**src/hdl/lz11hc_pkg.sv**
```systemverilog
// ---------------------------------------------------------------------------
// lz11hc_pkg
// Shared types and constants of the LZ11 hash-chain compressor.
// ---------------------------------------------------------------------------
package lz11hc_pkg;

   localparam int CAPACITY  = 65536;
   localparam int ADDR_W    = 16;                // store and link address
   localparam int LEN_W     = 17;                // holds 0 .. CAPACITY
   localparam int HASH_W    = 16;
   localparam int HASH_SLOTS = 65536;
   localparam int ENTRY_W   = ADDR_W + 1;        // valid bit + position
   localparam int GRP_DEPTH = 32;
   localparam int GRP_AW    = 5;

   localparam logic [LEN_W-1:0] WINDOW     = 17'h01000;
   localparam logic [LEN_W-1:0] MAX_LEN    = 17'h10110;
   localparam logic [LEN_W-1:0] MIN_LEN    = 17'd3;
   localparam logic [LEN_W-1:0] SHORT_MAX  = 17'd16;
   localparam logic [LEN_W-1:0] MID_MAX    = 17'h00110;
   localparam logic [LEN_W-1:0] MID_BASE   = 17'h00011;
   localparam logic [LEN_W-1:0] LONG_BASE  = 17'h00111;

   localparam logic [7:0] HDR_TAG         = 8'h11;
   localparam logic [7:0] LONG_TAG        = 8'h10;
   localparam logic [7:0] CHAIN_LIMIT_RST = 8'd128;

   // one result byte with its side bits
   typedef struct packed {
      logic [7:0] out_byte;
      logic       last_of_run;
      logic       end_of_stream;
      logic       empty_error;
   } rsp_type;

endpackage

```
**src/hdl/lz11hc_out.sv**
```systemverilog
// ---------------------------------------------------------------------------
// lz11hc_out
// Result register: holds one result transaction until the receiver takes it.
// ---------------------------------------------------------------------------
module lz11hc_out (
   input  logic                clock,
   input  logic                reset,
   input  logic                push,
   input  lz11hc_pkg::rsp_type push_data,
   output logic                free,
   input  logic                rsp_stall,
   output logic                rsp_valid,
   output lz11hc_pkg::rsp_type rsp_data
);

   logic                valid_ff;
   logic                valid_in;
   lz11hc_pkg::rsp_type data_ff;

   assign free = !valid_ff || !rsp_stall;

   // load on push, drop once taken
   always_comb begin
      valid_in = valid_ff;
      if (push) begin
         valid_in = 1'b1;
      end else if (!rsp_stall) begin
         valid_in = 1'b0;
      end
   end

   always_ff @(posedge clock) begin
      if (reset) begin
         valid_ff <= 1'b0;
      end else begin
         valid_ff <= valid_in;
      end
   end

   always_ff @(posedge clock) begin
      if (push) begin
         data_ff <= push_data;
      end
   end

   assign rsp_valid = valid_ff;
   assign rsp_data  = data_ff;

endmodule

```
**config.mk**
```make
export PLATFORM = sky130hd
export DESIGN_NAME = lz11hc_out
export DESIGN_NICKNAME = d
export VERILOG_FILES = /design/src/hdl/lz11hc_pkg.sv /design/src/hdl/lz11hc_out.sv
export SDC_FILE = /design/constraint.sdc
export NUM_CORES = 1
export LEC_CHECK = 0
export BUFFER_PORTS_ARGS = -buffer_cell sky130_fd_sc_hd__buf_2
export CORE_AREA = 2 2 39 41
export CTS_BUF_LIST = sky130_fd_sc_hd__clkbuf_8
export DETAILED_ROUTE_END_ITERATION = 8
export DIE_AREA = 0 0 41 43
export GPL_TIMING_DRIVEN = 0
export PLACE_DENSITY = 0.58
export SYNTH_ARGS = -nofsm -noshare
export SYNTH_HDL_FRONTEND = slang
export SYNTH_SLANG_ARGS = --single-unit
```
**constraint.sdc**
```tcl
create_clock -name clock -period 1 [get_ports clock]
set_input_delay 0 -clock clock [delete_from_list [all_inputs] [get_ports clock]]
set_output_delay 0 -clock clock [all_outputs]
set_load 0.05 [all_outputs]
```
## Word level (Yosys, flattened, before mapping)

Cells that the tools add are included.

- RAM bits: 0
- Bits in latches: 0
- Register bits after elaboration: 12
- Memories kept: 0
- Bits in read-only memories: 0

- Bitwise logic cells: 0
- Reductions and logical operators: 3
- Multipliers: 0
- Muxes and demuxes: 2
- Divide/modulo/power cells: 0
- Shift-type cells: 0
- $add $sub $neg: 0
- Eq/ne operators: 1
- Magnitude comparators: 0

Operator list:

| kind | count |
|---|---|
| 1-bit logical NOT | 2 |
| 1-bit 2-to-1 mux | 2 |
| 2-bit inequality test, second input constant | 1 |
| 1-bit logical OR | 1 |

## Logic depth before layout (Yosys ltp)

- Depth in word-level cells: 2
- Gate-level depth with buffers: 2
- Mapped depth without buffers: 2

## Worst setup path after synthesis

Ideal clock, no wire load.

- Path kind: register to output
- Start point: register valid_ff (netlist: rsp_valid)
- End point: output port free
- Data required time: 1000 ps
- Data arrival time: 1060 ps
- Setup slack: -60 ps
- Cell stages (with the launch flop): 2
- Cells stage by stage: dfxtp_1 > nand2_1

- Cells in the longest elaborated chain, start to end: 2

Ends and longest elaborated chain:

| item | RTL line | text |
|---|---|---|
| start: declaration | lz11hc_out.sv:16 | `logic valid_ff;` |
| start signal: assignment | lz11hc_out.sv:36 | `valid_ff <= valid_in;` |
| 1-bit logical NOT | lz11hc_out.sv:20 | `assign free = !valid_ff \|\| !rsp_stall;` |
| 1-bit logical OR | lz11hc_out.sv:20 |  |
| end: declaration | lz11hc_out.sv:10 | `output logic free,` |

No other way between the ends.

## Final worst setup path

- Start point: register valid_ff (netlist: rsp_valid)
- End point: output port rsp_valid

RTL lines:

| item | RTL line | text |
|---|---|---|
| end: declaration | lz11hc_out.sv:12 | `output logic rsp_valid,` |

No word-level cell between the ends.

==> results by stage <==
Logic synthesis:
- The share of synthesized area in the top cell type comes to 0.910.
- The register bit total from synthesis is 12.
- The post-synthesis cell count is 15.
- The sequential area share after synthesis is 0.966.
- By area the synthesized netlist is led by sky130_fd_sc_hd__edfxtp_1 (91%), sky130_fd_sc_hd__dfxtp_1 (5.5%), sky130_fd_sc_hd__a21oi_1 (1.4%).
- The count of distinct cell types in the synthesized netlist is 5.
- The netlist area before placement is 363 um2.
- The number of warning messages in the yosys log is 0.
- The cell taking the most area after synthesis is sky130_fd_sc_hd__edfxtp_1.
- The number of nets produced by synthesis is 30.
- The mean cell area of the mapped netlist is 24.2 um2.

Power:
- Dividing total power by cell area gives a power density of 1960 nW/um2.
- The post-layout total power is 1360 uW.
- The analysis attributes to cell leakage a power of 0.000306 uW.
- IR analysis of the VDD net gives a maximum drop of 0.845 mV.

Worst setup path:
- STA puts the critical path data required time at 1.00 ns.
- The number of buffer and inverter instances along the worst setup path is 1.
- The critical path goes through buf_2.
- In this design, the stage delay of the slowest critical-path cell is 0.36 ns.
- The startpoint kind of the worst setup timing path is a flip-flop.
- STA classifies the critical path endpoint as an output pin.
- The cell with the biggest individual delay on the critical path is sky130_fd_sc_hd__dfxtp_1.
- The arrival time of data at the critical path endpoint is 0.87 ns.
- On the critical path the largest part of the delay comes from flip-flops.
- Of all nets on the critical path, the largest fanout is 3.
- The critical path in this run is classified as flip-flop to output pin.

Final layout:
- After filler insertion, the fill cell instance count of the layout stands at 123.
- The signed area change from the synthesized netlist to the final layout is 91.7%.
- The count of antenna diodes in the layout is 0.
- After the last flow step, the layout net total stands at 74.
- The share of final-layout standard cells stronger than drive strength 1 is 0.552.
- The area of combinational cells with multiple inputs is 15.0 um2.
- The register area is 350 um2.

Route:
- The remaining design rule violation count is 0.
- Wires add up to 698 um.
- The number of design-rule violations left by the first detailed-router iteration is 1.
- Dividing the detail-routed via count by the number of cells gives 3.69.
- For this run, the detailed router's first-pass iteration total came to 2.
- The via total after detailed routing is 273.
- After detailed routing, the average wire length per cell comes to 9.43 um.
- The post-route antenna net violation count is 0.

Clocking:
- TritonCTS built the clock tree.
- The clock insertion delay at the later pin of the skew report is 0.23 ns.
- Clock tree synthesis selected as its root buffer the cell sky130_fd_sc_hd__clkbuf_8.
- Gates resized during post-CTS repair numbered 0.
- The number of CTS-inserted buffers is 3.
- The clock slew at the register clock pins of the worst setup and hold paths is 0.05 ns.
- The number of buffers between clock root and the deepest sink is 2.
- CTS built an H-tree with a depth of 1.
- The number of sinks driven by the clock tree is 12.

Floorplanning:
- The die boundary width is 41 um.
- In this run the vertical extent of the chip is 43 um.
- 28 I/O pins were placed.
- The core region is 1380 um2.
- The floorplan has 14 rows.
- The die covers 1760 um2.
- For this configuration, the core starts out at a cell density of 0.262.

Global route:
- The total grt overflow is 0.
- The global-route usage over all layers is 0.0955.
- Entering global routing, the biggest net connects 13 pins.
- The first global-routing pass estimated 1.05 mm of wire.
- The initial antenna violation count came to 0.
- The number of global-route vias before repair is 267.

STA:
- The shortest clock period the worst path allows after layout is 0.871 ns.
- The upper clock frequency limit is 1150 MHz.
- The final max-slew violation count came to 0.
- Setup total negative slack on the finished layout was measured at 0 ns.
- The final clock period utilization by the worst path is 0.871.
- Setup violations remaining at the end of the flow were counted as 0.
- Setup repair after global routing left no endpoint under its margin.
- The clock arrives with 0 ns of skew.
- The count of final hold-check violations was 0.
- For the pin with the worst max-slew slack, the measured transition is 0.256 ns.
- The worst slew margin relative to its limit is 0.830.

Place:
- Buffers placed on the I/O ports in this run total 27.
- The routability congestion estimate is 0.562.
- The HPWL after detailed placement is 474 um.

Status:
- The run finished with clean final reports.

Job:
- The number of maximum-capacitance constraint violations is 0.

Hold path:
- The worst hold path class is input port to flip-flop.
logic make-up (layout without fill, tap and decap cells):
logic type	after synthesis	in the layout	synth area share
DFF	12	12	0.966
and+or+nand+nor	2	2	0.0207
AOI/OAI and AO/OA	1	1	0.0138
buffers and inverters	0	43	0
timing repair:
| item | 4_1_cts | 5_1_grt |
|---|---|---|
| hold buffers | 12 | 0 |
| hold endpoints to repair | 12 | 0 |
| setup buffers | 0 | 0 |
placed cells by master (no fill, tap or decap), drive strengths merged:
cell type    count
dlygate4sd3     12
nand2            1
buf             27
nor2             1
edfxtp          11
clkbuf           4
dfxtp            1
a21oi            1
per-stage QoR:
stage	cell area [um2]	setup WS, ns	util	hold WS (ns)	instances
final	696	0.129	0.503	0.0364	74
after global routing	696	0.0849	0.503	0.0621	74
after CTS	696	0.124	0.503	0.0318	74
after detailed placement	520	0.395	0.376	0.163	58
after global placement	520	0.389	0.376	0.158	58
after floorplan	365	0.0566	-	0.0724	15
sequential cells by signal, summed over array words and instances (netlist names):
register / count
rsp_data: 11
rsp_valid: 1
per-layer routing:
metal  wire (um)  global-route usage  vias up
li1            -                   -      143
met1         311               0.125      117
met2         343               0.113       13
met3          43              0.0471        0
met4           0              0.0800        0
met5           0                   0        -
cell usage after synthesis:
cell type / count
sky130_fd_sc_hd__nand2_1: 1
sky130_fd_sc_hd__edfxtp_1: 11
sky130_fd_sc_hd__a21oi_1: 1
sky130_fd_sc_hd__nor2_1: 1
sky130_fd_sc_hd__dfxtp_1: 1
final timing paths:
check	from	endpoint	slack, ns	cells after the start
setup / recovery	rsp_valid	rsp_valid	0.13	1
hold / removal	rsp_stall	rsp_valid	0.04	3
setup reg to reg	rsp_valid	rsp_valid	0.39	2
hold reg to reg	rsp_valid	rsp_valid	0.54	2
cell type report:
cell class / instances / share of cell area
multi-input cells: 3 / 0.0216
flip-flops and latches: 12 / 0.504
repair buffers: 39 / 0.367
well taps: 16 / 0.0288
clock buffers: 4 / 0.0791
power breakdown:
part,internal [uW],total (uW),switching (uW),leakage [uW]
Sequential,591,600,9.05,0.000116
Clock,347,510,163,0.0000288
Combinational,77.3,254,177,0.000161
Total,1020,1360,349,0.000306
Power figures use the tool's default switching activity.
